[config.mk]
export PLATFORM = sky130hd
export DESIGN_NAME = operating_point_selector_top
export DESIGN_NICKNAME = d
export VERILOG_FILES = /design/src/rtl/ops_pkg.sv /design/src/rtl/operating_point_selector_top.sv
export SDC_FILE = /design/constraint.sdc
export NUM_CORES = 1
export LEC_CHECK = 0
export BUFFER_PORTS_ARGS = -buffer_cell sky130_fd_sc_hd__buf_4
export CAP_MARGIN = 20
export CORE_UTILIZATION = 45
export CTS_BUF_LIST = sky130_fd_sc_hd__clkbuf_8
export DETAILED_ROUTE_END_ITERATION = 10
export SYNTH_ARGS = -nofsm -noshare
export SYNTH_HDL_FRONTEND = slang
export SYNTH_SLANG_ARGS = --single-unit
[constraint.sdc]
create_clock -name aclk -period 11.61 [get_ports aclk]
set_clock_uncertainty 0.15 [all_clocks]
set_input_delay 2.322 -clock aclk [delete_from_list [all_inputs] [get_ports aclk]]
set_output_delay 2.322 -clock aclk [all_outputs]
set_load 0.02 [all_outputs]
[src/rtl/ops_pkg.sv]
// Types and constants of the operating point selector.
package ops_pkg;

    // Operation codes carried in s_tuser; codes other than load and set act as a read.
    localparam logic [1:0] OP_LOAD = 2'd0;
    localparam logic [1:0] OP_SET  = 2'd1;

    // Configuration register indexes.
    localparam logic [0:0] REG_BUS_MULTIPLE = 1'b0;
    localparam logic [0:0] REG_POINT_COUNT  = 1'b1;

    localparam int S_TDATA_W  = 48;
    localparam int S_TUSER_W  = 2;
    localparam int M_TDATA_W  = 48;
    localparam int M_TUSER_W  = 1;
    localparam int CFG_DATA_W = 5;

    // Result field positions inside m_tdata.
    localparam int OUT_CHOSEN_LSB  = 16;
    localparam int OUT_WRITTEN_BIT = 44;

    localparam logic [3:0]  BUS_MULT_RESET   = 4'd3;
    localparam logic [12:0] VOLT_BASE_MV     = 13'd700;
    localparam logic [15:0] RATIO_OFFSET_MHZ = 16'd30;
    localparam logic [10:0] MHZ_PER_STEP     = 11'd100;

    // x/3 == (x * DIV3_RECIP) >> DIV3_SHIFT, exact for x below 2**21.
    localparam logic [19:0] DIV3_RECIP = 20'd699051;
    localparam int          DIV3_SHIFT = 21;

    typedef struct packed {
        logic [12:0] mv;
        logic [11:0] mhz;
    } point_t;

endpackage

[src/rtl/operating_point_selector_top.sv]
// Operating point selector: point table memory, control word and the set/read/load sequencer.
//
// The block holds a table of MAX_POINTS frequency/voltage operating points in a
// synchronous memory with one write port and one read port and a 16-bit performance control word (reset 0).
// One transaction in gives exactly one transaction out. Load (op 0) writes one
// table entry; set (op 1) picks an operating point for a target frequency and
// rewrites the control word; read (op 2, and op 3) reports the current frequency,
// (ratio*100*bus_multiple+1)/3 saturated to 16 bits. With point_count zero, set and
// read answer status 1 and all-zero data. Items are handled one at a time: a load
// or read passes through the decode states (multiply, scale, divide by 3) and then
// the finish state; a set whose target matches the current frequency does the same,
// and a set that selects a point also runs the table scan, which examines 1 to
// point_count entries, one memory read per cycle walking down from the last valid
// entry, and then the ratio divider that retires two quotient bits a cycle.
// A finished result waits in the output register while the next transaction is
// accepted. Configuration writes are taken every cycle and are only legal while
// the block is idle.
module operating_point_selector_top
    import ops_pkg::*;
#(
    parameter int MAX_POINTS = 16
) (
    input  logic                  aclk,
    input  logic                  aresetn,
    // input stream
    input  logic                  s_tvalid,
    output logic                  s_tready,
    // [3:0] entry_index, [15:4] entry_mhz, [28:16] entry_mv, [44:29] target_mhz
    input  logic [S_TDATA_W-1:0]  s_tdata,
    // [1:0] op
    input  logic [S_TUSER_W-1:0]  s_tuser,
    // result stream
    output logic                  m_tvalid,
    input  logic                  m_tready,
    // [15:0] current_mhz, [27:16] chosen_mhz, [43:28] control_low,
    // [44] control_written
    output logic [M_TDATA_W-1:0]  m_tdata,
    // [0] status
    output logic [M_TUSER_W-1:0]  m_tuser,
    // configuration writes
    input  logic                  cfg_valid,
    output logic                  cfg_ready,
    input  logic [0:0]            cfg_index,
    input  logic [CFG_DATA_W-1:0] cfg_data
);

    localparam int IDX_W = (MAX_POINTS > 1) ? $clog2(MAX_POINTS) : 1;
    localparam int CNT_W = $clog2(MAX_POINTS + 1);

    typedef enum logic [2:0] {
        ST_IDLE,
        ST_DEC_MUL,
        ST_DEC_SCALE,
        ST_DEC_DIV,
        ST_SCAN,
        ST_DIV,
        ST_FINISH
    } state_t;

    // input fields
    logic [1:0]  in_op;
    logic [3:0]  in_entry_index;
    logic [11:0] in_entry_mhz;
    logic [12:0] in_entry_mv;
    logic [15:0] in_target_mhz;

    assign in_op          = s_tuser[1:0];
    assign in_entry_index = s_tdata[3:0];
    assign in_entry_mhz   = s_tdata[15:4];
    assign in_entry_mv    = s_tdata[28:16];
    assign in_target_mhz  = s_tdata[44:29];

    // configuration
    logic [3:0] bus_mult_reg;
    logic [4:0] point_count_reg;

    assign cfg_ready = 1'b1;

    always_ff @(posedge aclk) begin
        if (!aresetn) begin
            bus_mult_reg    <= BUS_MULT_RESET;
            point_count_reg <= '0;
        end else if (cfg_valid && cfg_ready) begin
            case (cfg_index)
                REG_BUS_MULTIPLE: bus_mult_reg    <= cfg_data[3:0];
                REG_POINT_COUNT:  point_count_reg <= cfg_data[4:0];
                default: ;
            endcase
        end
    end

    // sequencer registers
    state_t            state_reg;
    logic [15:0]       control_word_reg;
    logic [1:0]        op_reg;
    logic [15:0]       target_reg;
    logic [CNT_W-1:0]  count_reg;
    logic              status_reg;
    logic [11:0]       rb_reg;        // ratio * bus_multiple
    logic [18:0]       num_reg;       // ratio * bus_multiple * 100 + 1
    logic [15:0]       cur_reg;
    logic [IDX_W-1:0]  scan_idx_reg;
    logic [IDX_W-1:0]  chk_idx_reg;
    logic              chk_vld_reg;
    logic [11:0]       chosen_reg;
    logic [7:0]        vcode_reg;
    logic [13:0]       rem_reg;
    logic [10:0]       div_reg;
    logic [7:0]        quo_reg;
    logic [1:0]        step_reg;
    logic              written_reg;
    logic              m_tvalid_reg;
    logic [M_TDATA_W-1:0] m_tdata_reg;
    logic [M_TUSER_W-1:0] m_tuser_reg;

    logic              accept;
    logic [CNT_W-1:0]  count_clamped;
    logic              load_in_range;
    logic              mem_we;
    logic [IDX_W-1:0]  mem_wr_addr;
    point_t            rd_point_reg;

    assign s_tready = (state_reg == ST_IDLE);
    assign accept   = s_tvalid && s_tready;

    assign count_clamped = ({27'b0, point_count_reg} > 32'(MAX_POINTS))
                           ? CNT_W'(MAX_POINTS) : CNT_W'(point_count_reg);
    assign load_in_range = ({28'b0, in_entry_index} < 32'(MAX_POINTS));
    assign mem_we        = accept && (in_op == OP_LOAD) && load_in_range;
    assign mem_wr_addr   = IDX_W'(in_entry_index);

    // point table; the write happens at acceptance, scans come later, so no overlap
    point_t point_mem [MAX_POINTS];

    always_ff @(posedge aclk) begin
        if (mem_we) begin
            point_mem[mem_wr_addr] <= '{mv: in_entry_mv, mhz: in_entry_mhz};
        end
        rd_point_reg <= point_mem[scan_idx_reg];
    end

    // decode: divide by 3 through the reciprocal
    logic [38:0] dec_prod;
    logic [17:0] dec_quot;
    logic [15:0] cur_next;

    assign dec_prod = 39'(num_reg) * 39'(DIV3_RECIP);
    assign dec_quot = dec_prod[DIV3_SHIFT +: 18];
    assign cur_next = (|dec_quot[17:16]) ? 16'hffff : dec_quot[15:0];

    // scan hit: entry reaches the target, or entry 0 as fallback
    logic scan_hit;
    assign scan_hit = chk_vld_reg
                      && (({4'b0, rd_point_reg.mhz} >= target_reg) || (chk_idx_reg == '0));

    // encode of the selected entry
    logic [12:0] vdiff;
    logic [15:0] ratio_base;
    logic [15:0] ratio_num;

    assign vdiff      = rd_point_reg.mv - VOLT_BASE_MV;
    assign ratio_base = 16'(rd_point_reg.mhz) + RATIO_OFFSET_MHZ;
    assign ratio_num  = 16'(ratio_base * 16'd3);

    // ratio divider, two quotient bits per cycle; quotient is known to stay below 256
    logic [17:0] rem_w;
    logic [7:0]  quo_w;
    logic [17:0] trial;
    logic [2:0]  bit_pos;

    always_comb begin
        rem_w   = {4'b0, rem_reg};
        quo_w   = quo_reg;
        trial   = '0;
        bit_pos = '0;
        for (int j = 0; j < 2; j++) begin
            bit_pos = 3'd7 - {step_reg, 1'b0} - 3'(j);
            trial   = 18'(div_reg) << bit_pos;
            if (rem_w >= trial) begin
                rem_w          = rem_w - trial;
                quo_w[bit_pos] = 1'b1;
            end
        end
    end

    logic [7:0] rcode;
    assign rcode = (bus_mult_reg == '0) ? 8'd0 : quo_w;

    // result fields
    logic [15:0] out_cur;
    logic [15:0] out_cw;
    assign out_cur = status_reg ? 16'd0 : cur_reg;
    assign out_cw  = status_reg ? 16'd0 : control_word_reg;

    always_ff @(posedge aclk) begin
        if (!aresetn) begin
            state_reg        <= ST_IDLE;
            control_word_reg <= '0;
            m_tvalid_reg     <= 1'b0;
            chk_vld_reg      <= 1'b0;
            status_reg       <= 1'b0;
            written_reg      <= 1'b0;
            step_reg         <= '0;
        end else begin
            // in ST_FINISH the output register is reloaded below instead
            if (m_tvalid_reg && m_tready && (state_reg != ST_FINISH)) begin
                m_tvalid_reg <= 1'b0;
            end
            case (state_reg)
                ST_IDLE: begin
                    if (accept) begin
                        op_reg      <= in_op;
                        target_reg  <= in_target_mhz;
                        count_reg   <= count_clamped;
                        status_reg  <= (in_op != OP_LOAD) && (count_clamped == '0);
                        written_reg <= 1'b0;
                        chosen_reg  <= '0;
                        state_reg   <= ST_DEC_MUL;
                    end
                end
                ST_DEC_MUL: begin
                    rb_reg    <= 12'({4'b0, control_word_reg[15:8]} * {8'b0, bus_mult_reg});
                    state_reg <= ST_DEC_SCALE;
                end
                ST_DEC_SCALE: begin
                    num_reg   <= 19'(rb_reg) * 19'd100 + 19'd1;
                    state_reg <= ST_DEC_DIV;
                end
                ST_DEC_DIV: begin
                    cur_reg <= cur_next;
                    if ((op_reg == OP_SET) && !status_reg && (target_reg != cur_next)) begin
                        scan_idx_reg <= IDX_W'(count_reg - CNT_W'(1));
                        chk_vld_reg  <= 1'b0;
                        state_reg    <= ST_SCAN;
                    end else begin
                        state_reg <= ST_FINISH;
                    end
                end
                ST_SCAN: begin
                    // memory data is registered; chk_idx_reg tracks the address it belongs to
                    chk_idx_reg <= scan_idx_reg;
                    chk_vld_reg <= 1'b1;
                    if (scan_hit) begin
                        chosen_reg  <= rd_point_reg.mhz;
                        vcode_reg   <= vdiff[11:4];
                        rem_reg     <= ratio_num[13:0];
                        div_reg     <= 11'(bus_mult_reg) * MHZ_PER_STEP;
                        quo_reg     <= '0;
                        step_reg    <= '0;
                        state_reg   <= ST_DIV;
                    end else if (scan_idx_reg != '0) begin
                        scan_idx_reg <= scan_idx_reg - IDX_W'(1);
                    end
                end
                ST_DIV: begin
                    rem_reg  <= rem_w[13:0];
                    quo_reg  <= quo_w;
                    step_reg <= step_reg + 2'd1;
                    if (step_reg == 2'd3) begin
                        control_word_reg <= {rcode, vcode_reg};
                        written_reg      <= 1'b1;
                        state_reg        <= ST_FINISH;
                    end
                end
                ST_FINISH: begin
                    if (!m_tvalid_reg || m_tready) begin
                        m_tvalid_reg <= 1'b1;
                        m_tuser_reg  <= status_reg;
                        m_tdata_reg  <= {3'b0, written_reg, out_cw, chosen_reg, out_cur};
                        state_reg    <= ST_IDLE;
                    end
                end
                default: state_reg <= ST_IDLE;
            endcase
        end
    end

    assign m_tvalid = m_tvalid_reg;
    assign m_tdata  = m_tdata_reg;
    assign m_tuser  = m_tuser_reg;

endmodule

==> results of run 1 <==
==> power groups by stage <==
stage | combinational, mW | clock (mW) | sequential (mW)
after floorplan | 2.02 | 0 | 2.39
after global placement | 2.61 | 0 | 2.40
after detailed placement | 2.66 | 0 | 2.40
after CTS | 2.69 | 1.65 | 2.36
after global routing | 3.00 | 1.74 | 2.36
final | 2.68 | 1.61 | 2.36
==> metrics by stage <==
step | hold WS [ns] | worst slack, ns | area [sq um] | total power [mW] | instances
after detailed placement | 0.255 | 3.39 | 32600 | 5.06 | 3144
final | 0.271 | 3.37 | 34300 | 6.64 | 3312
after global routing | 0.275 | 2.98 | 34300 | 7.10 | 3312
after floorplan | 0.250 | 4.34 | 30700 | 4.41 | 2198
after global placement | 0.254 | 3.46 | 32600 | 5.01 | 3144
after CTS | 0.274 | 3.37 | 34300 | 6.70 | 3312
==> area by class of cell <==
cell class / instances / area [sq um] / share of cell area [%]
clock buffers: 101 / 1390 / 4.05
clock inverters: 67 / 308 / 0.897
inverters: 279 / 1050 / 3.05
multi-input cells: 1276 / 12700 / 36.9
flip-flops and latches: 578 / 16800 / 48.9
well taps: 873 / 1090 / 3.18
repair buffers: 138 / 1040 / 3.02
==> worst paths after layout <==
kind / slack [ns] / cells past startpoint / endpoint / start
worst min register to register: 0.27 / 0 / m_tdata[20]$_DFFE_PP_ / chosen_reg[4]$_SDFFCE_PN0P_
worst max register to register: 3.37 / 22 / scan_idx_reg[3]$_DFFE_PP_ / num_reg[15]$_DFFE_PP_
worst max-delay path: 3.37 / 22 / scan_idx_reg[3]$_DFFE_PP_ / num_reg[15]$_DFFE_PP_
worst min-delay path: 0.27 / 0 / m_tdata[20]$_DFFE_PP_ / chosen_reg[4]$_SDFFCE_PN0P_
==> cells in the final DEF, fill, tap and decap left out, types with 11 or more instances in the layout <==
master    count
ha_1        248
edfxtp_1    522
nor2b_1      42
dfxtp_1      56
clkbuf_8    101
o21a_1       22
o21ai_0      42
mux4_2      110
xor2_1       25
mux2i_1      11
nand3_1      23
nor2_2       13
clkinv_1     19
buf_4       138
xnor2_1      54
a21oi_1      96
nand2b_1     11
fa_1        109
nand2_1     126
mux2_2       14
inv_1       312
and2_1       30
a21o_1       19
o21bai_1     14
nor3_1       35
nor2_1       94
==> worst max-delay path: cells and delay by family (launching register included) <==
| family | cells | cell delay, ns |
|---|---|---|
| AOI/OAI and AO/OA | 5 | 1.28 |
| muxes | 1 | 0.48 |
| buffers and inverters | 5 | 0.54 |
| adders and majority gates | 7 | 3.64 |
| and+or+nand+nor | 4 | 1.31 |
| DFF | 1 | 0.53 |
==> layer usage <==
metal	share of wire [%]	up-vias	GRT usage (%)	wire length [um]
met5	0.046	-	0	31
met4	1.9	4	5.01	1300
met3	5.1	110	3.79	3470
met2	48	499	33.2	32700
met1	45	8940	27.1	30200
li1	-	8308	-	-
==> cells by family (layout without fill, tap and decap cells) <==
| logic type | Yosys count | count (layout) | synth area share [%] |
|---|---|---|---|
| and+or+nand+nor | 427 | 427 | 6.73 |
| muxes | 135 | 135 | 8.95 |
| DFF | 578 | 578 | 54.7 |
| AOI/OAI and AO/OA | 271 | 271 | 5.75 |
| adders and majority gates | 357 | 357 | 17.2 |
| buffers and inverters | 344 | 585 | 4.32 |
| xor gates and xnor gates | 79 | 79 | 2.26 |
| other | 2 | 7 | 0.0245 |
==> run_results.csv, run 1 <==
group,metric,value,unit
final_layout,diodes,0,
clock_tree,hold_buffers,0,
logic_synthesis,synth_area,0.0307,sq mm
setup_path,slowest_stage,"fa_1",
timing,slew_violations,0,
grt,grt_pass1_wl,106,mm
drt,vias,17861,
setup_path,cp_data_required_time,11.85,ns
clock_tree,cts_tree,"built",
clock_tree,post_cts_buffers,0,
logic_synthesis,synth_commonest_cells,"522 x edfxtp_1, 279 x inv_1, 248 x ha_1, 126 x nand2_1, 110 x mux4_2",
timing,rsz0062_at_grt,"no",
grt,grt_start_max_net_pins,51,
status,status,"completed",
setup_path,startpoint_type,"flop",
drt,wl_per_cell,20.4,um
timing,fmax,121,MHz
drt,drcViolationCount,0,
grt,first_global_vias,18447,
power,switching_share,37.6,%
timing,relSlewSlack,32.3,%
logic_synthesis,synth_area_leader_cell,"edfxtp_1",
die,start_util,45.6,%
final_layout,largest_reg_flops,352,
final_layout,utilization,51.0,%
timing,finalSetupTns,0,ns
grt,antenna_found_initial,2,
die,rows,95,
min_path,hp-class,"reg -> reg",
logic_synthesis,ys_types,74,
placed_design,dp_hpwl,47.7,mm
power,leakage,13.6,nW
setup_path,path_cells,"ha_1 > fa_1 > inv_1 > fa_1 > inv_1 > fa_1 > fa_1 > inv_1 > fa_1 > inv_1 > ha_1 > nand4_1 > or3_1 > o22ai_1 > o21ai_1 > mux2_2 > inv_1 > nand3_1 > a2111oi_4 > o2111ai_1 > or4b_4 > o211a_1",
setup_path,critPathKind,"reg -> reg",
power,pwr-share-comb,40.4,%
final_layout,final_net_count,2785,
logic_synthesis,synth-edff-count,522,
die,boundaryPins,113,
timing,tightest_slew,1.01,ns
die,die_h,263,um
die,die_area,0.0692,sq mm
logic_synthesis,synthTopCellsByArea,"edfxtp_1 51%, ha_1 10%, mux4_2 8.1%",
drt,wl,67.7,mm
flow_run,cap_violations,0,
setup_path,path_max_fanout,26,
logic_synthesis,yosysSeqAreaShare,54.7,%
logic_synthesis,yosysWarnings,0,
setup_path,cpPeakStageDelay,0.60,ns
timing,timing.final.crit_share,71.0,%
timing,layout_min_cycle_time,8.24,ns
logic_synthesis,ys_ff_latch,578,
clock_tree,clkLatencyLatePin,0.69,ns
drt,drt_first_pass_iters,5,
timing,finalHoldViolations,0,
logic_synthesis,synth-async-reset-ratio,0,%
setup_path,end_kind,"flop",
clock_tree,cts_resized,0,
clock_tree,clk_pin_slew,0.06,ns
clock_tree,cts-buffers-inserted,94,
power,p_sw,2.50,mW
power,p_int,4.14,mW
drt,drtIter0Drc,1026,
power,peakVddDrop,0.174,mV
power,powerDensity,194,mW/mm^2
power,power_frac_seq,35.5,%
placed_design,place_congestion,0.887,
logic_synthesis,syn_inst,2193,
logic_synthesis,syn_avg_cell_area,14.0,sq um
grt,track_usage,20.0,%
die,core,0.0673,sq mm
drt,via_per_inst,5.39,
clock_tree,cts_max_path_buffers,3,
setup_path,worstPathArrival,8.48,ns
timing,setup_viol,0,
final_layout,area_delta_synth_final,11.9,%
grt,overflow,0,
logic_synthesis,synth_most_common_cell,"edfxtp_1",
final_layout,drive_above_1_share,17.2,%
logic_synthesis,synth_top_cell_area_share,51.1,%
clock_tree,cts_max_level,3,
clock_tree,clockRootBuffer,"clkbuf_8",
placed_design,io_buffers,102,
power,p_clk_share,24.2,%
final_layout,n_fill_cell,5700,
drt,ant_nets,0,
clock_tree,clkSinkCount,578,
logic_synthesis,synth_ff_type,"edfxtp_1",
die,die_w,263,um
(Power assumes the default switching activity.)
==> run 2, diff against run 1 <==
clock period = 8.5 ns   (was 11.61 ns; I/O delays follow)
==> run 2 against run 1 <==
Combinational power grew 36%. Clock-buffer cell count shrank 8. Critical path type unchanged. Cell count is essentially flat. Highest routed layer unchanged. Worst setup slack lost 2.9 ns. Global-route usage shrank 0.12 points. Power grew 37%. First-iteration DRC count grew 19%. Critical path depth grew 1. Clock power grew 39%. Sequential share of layout area is essentially flat. Fmax grew 2.1%. Wire length shrank 0.41%.
==> run_results.csv, run 2 (same netlist as run 1, synthesis figures left out) <==
group,metric,value,unit
die,die_h,263,um
die,die_w,263,um
clock_tree,cts_resized,0,
placed_design,io_buffers,102,
clock_tree,clkSinkCount,578,
timing,fmax,124,MHz
drt,drt_first_pass_iters,5,
setup_path,path_max_fanout,7,
clock_tree,cts_max_path_buffers,3,
final_layout,final_common_cell,"edfxtp_1",
drt,wl,67.4,mm
die,rows,95,
grt,grt_pass1_wl,105,mm
setup_path,critPathKind,"reg -> reg",
final_layout,final_net_count,2783,
timing,finalHoldViolations,0,
setup_path,worstPathArrival,8.32,ns
grt,first_global_vias,18408,
drt,ant_nets,0,
final_layout,area_delta_synth_final,11.9,%
timing,rsz0062_at_grt,"no",
drt,vias,17722,
clock_tree,post_cts_buffers,0,
drt,drtIter0Drc,1219,
final_layout,instances_no_fill,3309,
die,start_util,45.6,%
clock_tree,hold_buffers,0,
clock_tree,cts_tree,"built",
timing,relSlewSlack,27.2,%
grt,overflow,0,
final_layout,largest_reg_flops,352,
power,leakage,13.6,nW
clock_tree,clockRootBuffer,"clkbuf_8",
placed_design,place_congestion,0.873,
final_layout,diodes,0,
setup_path,cp_data_required_time,8.74,ns
setup_path,end_kind,"flop",
clock_tree,clkLatencyLatePin,0.68,ns
final_layout,drive_above_1_share,17.0,%
timing,timing.final.crit_share,95.0,%
power,powerDensity,265,mW/mm^2
timing,tightest_slew,1.09,ns
final_layout,final_cell_mix,"522 x edfxtp_1, 314 x inv_1, 248 x ha_1, 138 x buf_4, 126 x nand2_1",
grt,grt_start_max_net_pins,51,
timing,slew_violations,0,
die,boundaryPins,113,
drt,via_per_inst,5.36,
grt,track_usage,19.9,%
clock_tree,cts_max_level,3,
min_path,hp-class,"reg -> reg",
timing,setup_viol,0,
placed_design,place_inst,3144,
placed_design,dp_hpwl,47.5,mm
clock_tree,cts-buffers-inserted,91,
drt,wl_per_cell,20.4,um
die,die_area,0.0692,sq mm
drt,drcViolationCount,0,
setup_path,startpoint_type,"flop",
clock_tree,clk_pin_slew,0.06,ns
status,status,"completed",
timing,layout_min_cycle_time,8.08,ns
grt,antenna_found_initial,1,
power,peakVddDrop,0.271,mV
flow_run,cap_violations,0,
timing,finalSetupTns,0,ns
die,core,0.0673,sq mm
==> run 2: layer usage <==
layer  vias to the layer above  routed length [um]  GRT usage [%]
li1                       8284                   -              -
met1                      8897               30400           27.0
met2                       425               32300           32.6
met3                       114                3220           3.69
met4                         2                1510           5.97
met5                         -                  13              0
==> run 2: worst paths after layout <==
kind | endpoint | depth (start not counted) | slack (ns) | from
max | scan_idx_reg[3]$_DFFE_PP_ | 23 | 0.42 | num_reg[13]$_DFFE_PP_
min reg2reg | m_tdata[24]$_DFFE_PP_ | 0 | 0.26 | chosen_reg[8]$_SDFFCE_PN0P_
min | m_tdata[24]$_DFFE_PP_ | 0 | 0.26 | chosen_reg[8]$_SDFFCE_PN0P_
max reg2reg | scan_idx_reg[3]$_DFFE_PP_ | 23 | 0.42 | num_reg[13]$_DFFE_PP_
==> run 2: area by class of cell <==
class,count,area [sq um]
fill,5723,32900
multi-input combinational,1276,12700
inverter,279,1050
timing repair buffer,139,1050
tap,873,1090
clock buffer,93,1280
clock inverter,71,427
sequential,578,16800
==> run 2: through the flow <==
step           total power, mW  hold slack, ns  cell area, sq um  setup WS, ns  utilization, %
6_report                  9.10           0.263             34300         0.422            51.1
5_1_grt                   9.73           0.281             34300       0.00772            51.1
4_1_cts                   9.16           0.264             34300         0.383            51.0
3_5_place_dp              6.89           0.257             32600         0.407            48.5
3_3_place_gp              6.86           0.257             32600         0.507            48.5
2_1_floorplan             6.02           0.250             30700          1.23               -
==> run 2: where the power goes <==
group	switching, mW	internal, mW
Sequential	0.0327	3.18
Clock	1.08	1.15
Combinational	2.27	1.38
==> run 2: worst max-delay path: stages (launching register included) <==
cell       delay, ns
edfxtp_1        0.45
ha_1            0.38
fa_1            0.61
inv_1           0.08
fa_1            0.50
inv_1           0.13
fa_1            0.56
fa_1            0.55
inv_1           0.05
fa_1            0.54
inv_1           0.04
ha_1            0.46
nand2_4         0.11
nor4_4          0.45
a31oi_1         0.14
nand3_1         0.13
a41oi_2         0.08
xor2_1          0.23
and2_0          0.19
or4b_4          0.53
a2111oi_4       0.34
o2111ai_1       0.16
or4b_4          0.59
o211a_1         0.32
==> run 3, diff against run 2 <==
CTS_CLUSTER_DIAMETER = 120   (was default)
clock period = 8.7 ns   (was 8.5 ns; I/O delays follow)
==> run 3 against run 2 <==
Wire length down 0.24%. Largest cell class unchanged. Via count is 0.23% higher. First-iteration DRC count increased by 0.82%. Sequential cell count unchanged. Utilization is 0.23 points higher. Clock power is 3% higher. Largest power group unchanged. Fmax down 1.5%.
==> run_results.csv, run 3 (same netlist as run 1, synthesis figures left out) <==
group,metric,value,unit
setup_path,reg2reg_depth,21,
setup_path,r2r_setup_slack,0.50,ns
drt,wl,67.3,mm
timing,fmax,122,MHz
drt,ant_nets,0,
min_path,hold_depth,0,
placed_design,io_buffers,102,
placed_design,place_congestion,0.865,
final_layout,seq_area,0.0168,sq mm
final_layout,final_net_count,2784,
drt,wl_per_cell,20.3,um
setup_path,timing.rr.end,"scan_idx_reg[3]$_DFFE_PP_",
placed_design,dp_hpwl,47.5,mm
die,start_util,45.6,%
drt,vias,17763,
timing,slew_violations,0,
clock_tree,clockRootBuffer,"clkbuf_8",
final_layout,instances_no_fill,3317,
timing,finalHoldViolations,0,
power,leakage,13.6,nW
setup_path,path_max_fanout,5,
die,boundaryPins,113,
setup_path,worstPathArrival,8.44,ns
power,powerDensity,262,mW/mm^2
die,core,0.0673,sq mm
final_layout,final_cell_mix,"522 x edfxtp_1, 308 x inv_1, 248 x ha_1, 136 x buf_4, 126 x nand2_1",
status,status,"completed",
final_layout,diodes,0,
grt,antenna_found_initial,2,
timing,relSlewSlack,35.0,%
final_layout,multi_input_area,0.0127,sq mm
min_path,hp-class,"reg -> reg",
placed_design,dpl-instance-area,0.0327,sq mm
final_layout,area_delta_synth_final,12.4,%
grt,use_met1,26.9,%
grt,first_global_vias,18549,
drt,drtIter0Drc,1229,
final_layout,n_fill_cell,5733,
grt,met2_usage,32.7,%
setup_path,startpoint_type,"flop",
die,die_h,263,um
power,peakVddDrop,0.249,mV
drt,via_per_inst,5.36,
grt,track_usage,19.9,%
setup_path,end_kind,"flop",
grt,met3_usage,3.24,%
die,die_area,0.0692,sq mm
timing,rsz0062_at_grt,"no",
setup_path,r2r-start,"num_reg[6]$_DFFE_PP_",
clock_tree,clkLatencyLatePin,0.69,ns
timing,finalSetupTns,0,ns
final_layout,utilization,51.3,%
flow_run,cap_violations,0,
clock_tree,cts_max_path_buffers,3,
die,die_w,263,um
die,rows,95,
clock_tree,cts_max_level,3,
grt,overflow,0,
grt,grt_start_max_net_pins,92,
timing,setup_slack,0.501,ns
timing,timing.final.crit_share,94.2,%
grt,top_usage_layer,"met2",
final_layout,stdcell_area,0.0345,sq mm
final_layout,largest_reg_flops,352,
min_path,min_to,"m_tdata[16]$_DFFE_PP_",
final_layout,drive_above_1_share,17.6,%
timing,tightest_slew,0.974,ns
grt,grt_pass1_wl,105,mm
clock_tree,cts-buffers-inserted,92,
clock_tree,cts_resized,0,
clock_tree,clk_pin_slew,0.06,ns
setup_path,cp_data_required_time,8.94,ns
timing,layout_min_cycle_time,8.20,ns
timing,setup_viol,0,
clock_tree,post_cts_buffers,0,
clock_tree,clkSinkCount,578,
final_layout,final_common_cell,"edfxtp_1",
setup_path,critPathKind,"reg -> reg",
placed_design,place_inst,3145,
placed_design,pre_cts_slack,0.502,ns
drt,drt_first_pass_iters,5,
drt,drcViolationCount,0,
min_path,hold_start,"chosen_reg[0]$_SDFFCE_PN0P_",
clock_tree,cts_tree,"built",
clock_tree,hold_buffers,0,
==> run 3: changes by cell type in the layout (fill, tap and decap cells not counted) <==
| cell | before | now |
|---|---|---|
| inv_6 | 2 | 0 |
| inv_1 | 314 | 308 |
| clkinv_1 | 19 | 18 |
| inv_8 | 1 | 2 |
| bufinv_16 | 4 | 5 |
| buf_6 | 1 | 2 |
| buf_12 | 0 | 1 |
| clkbuf_8 | 93 | 100 |
| clkinvlp_4 | 1 | 2 |
| clkinv_2 | 7 | 14 |
| clkinv_8 | 0 | 1 |
| buf_4 | 138 | 136 |
| inv_12 | 2 | 1 |
==> run 3: report_power, final <==
| part | total [mW] | switching [mW] | internal, mW | leakage [nW] |
|---|---|---|---|---|
| clock network | 2.30 | 1.08 | 1.22 | 1.05 |
| registers | 3.14 | 0.0310 | 3.11 | 5.17 |
| logic | 3.60 | 2.25 | 1.35 | 7.40 |
==> run 3: worst max-delay path by stage <==
| stage | start | to | slack (ns) |
|---|---|---|---|
| 2_1_floorplan | num_reg[15]$_DFFE_PP_ | scan_idx_reg[0]$_DFFE_PP_ | 1.43 |
| 3_3_place_gp | num_reg[15]$_DFFE_PP_ | scan_idx_reg[1]$_DFFE_PP_ | 0.69 |
| 3_5_place_dp | num_reg[15]$_DFFE_PP_ | scan_idx_reg[3]$_DFFE_PP_ | 0.50 |
| 4_1_cts | num_reg[15]$_DFFE_PP_ | scan_idx_reg[2]$_DFFE_PP_ | 0.46 |
| 5_1_grt | num_reg[6]$_DFFE_PP_ | scan_idx_reg[3]$_DFFE_PP_ | 0.11 |
| 6_report | num_reg[6]$_DFFE_PP_ | scan_idx_reg[3]$_DFFE_PP_ | 0.50 |
==> run 3: final cells by class <==
cell class | count | area share, %
Clock inverter | 72 | 1.35
Multi-Input combinational cell | 1276 | 36.7
Inverter | 279 | 3.04
Clock buffer | 100 | 3.99
Sequential cell | 578 | 48.7
Tap cell | 873 | 3.17
Timing Repair Buffer | 139 | 3.08
==> run 3: worst max-delay path, cell delays in order, from the launching register on <==
cell	delay, ns
edfxtp_1	0.47
ha_1	0.34
inv_1	0.12
fa_1	0.51
fa_1	0.62
inv_1	0.13
fa_1	0.53
fa_1	0.52
fa_1	0.50
ha_1	0.37
o2111ai_1	0.12
inv_1	0.13
a22oi_1	0.48
o221ai_1	0.35
o21ai_0	0.57
o21bai_1	0.14
xnor2_1	0.20
a222oi_1	0.36
a21boi_0	0.22
o2111ai_1	0.14
or4b_4	0.59
o211a_1	0.35
==> run 3: per-layer routing <==
layer,vias up,part of all wire [%]
li1,8294,-
met1,8873,44
met2,478,48
met3,116,5.3
met4,2,2.5
met5,-,0.019
==> run 3: per-stage QoR <==
step / power, mW / hold slack [ns]
final: 9.04 / 0.268
after global routing: 9.64 / 0.282
after CTS: 9.10 / 0.268
after detailed placement: 6.76 / 0.255
after global placement: 6.73 / 0.255
after floorplan: 5.88 / 0.250
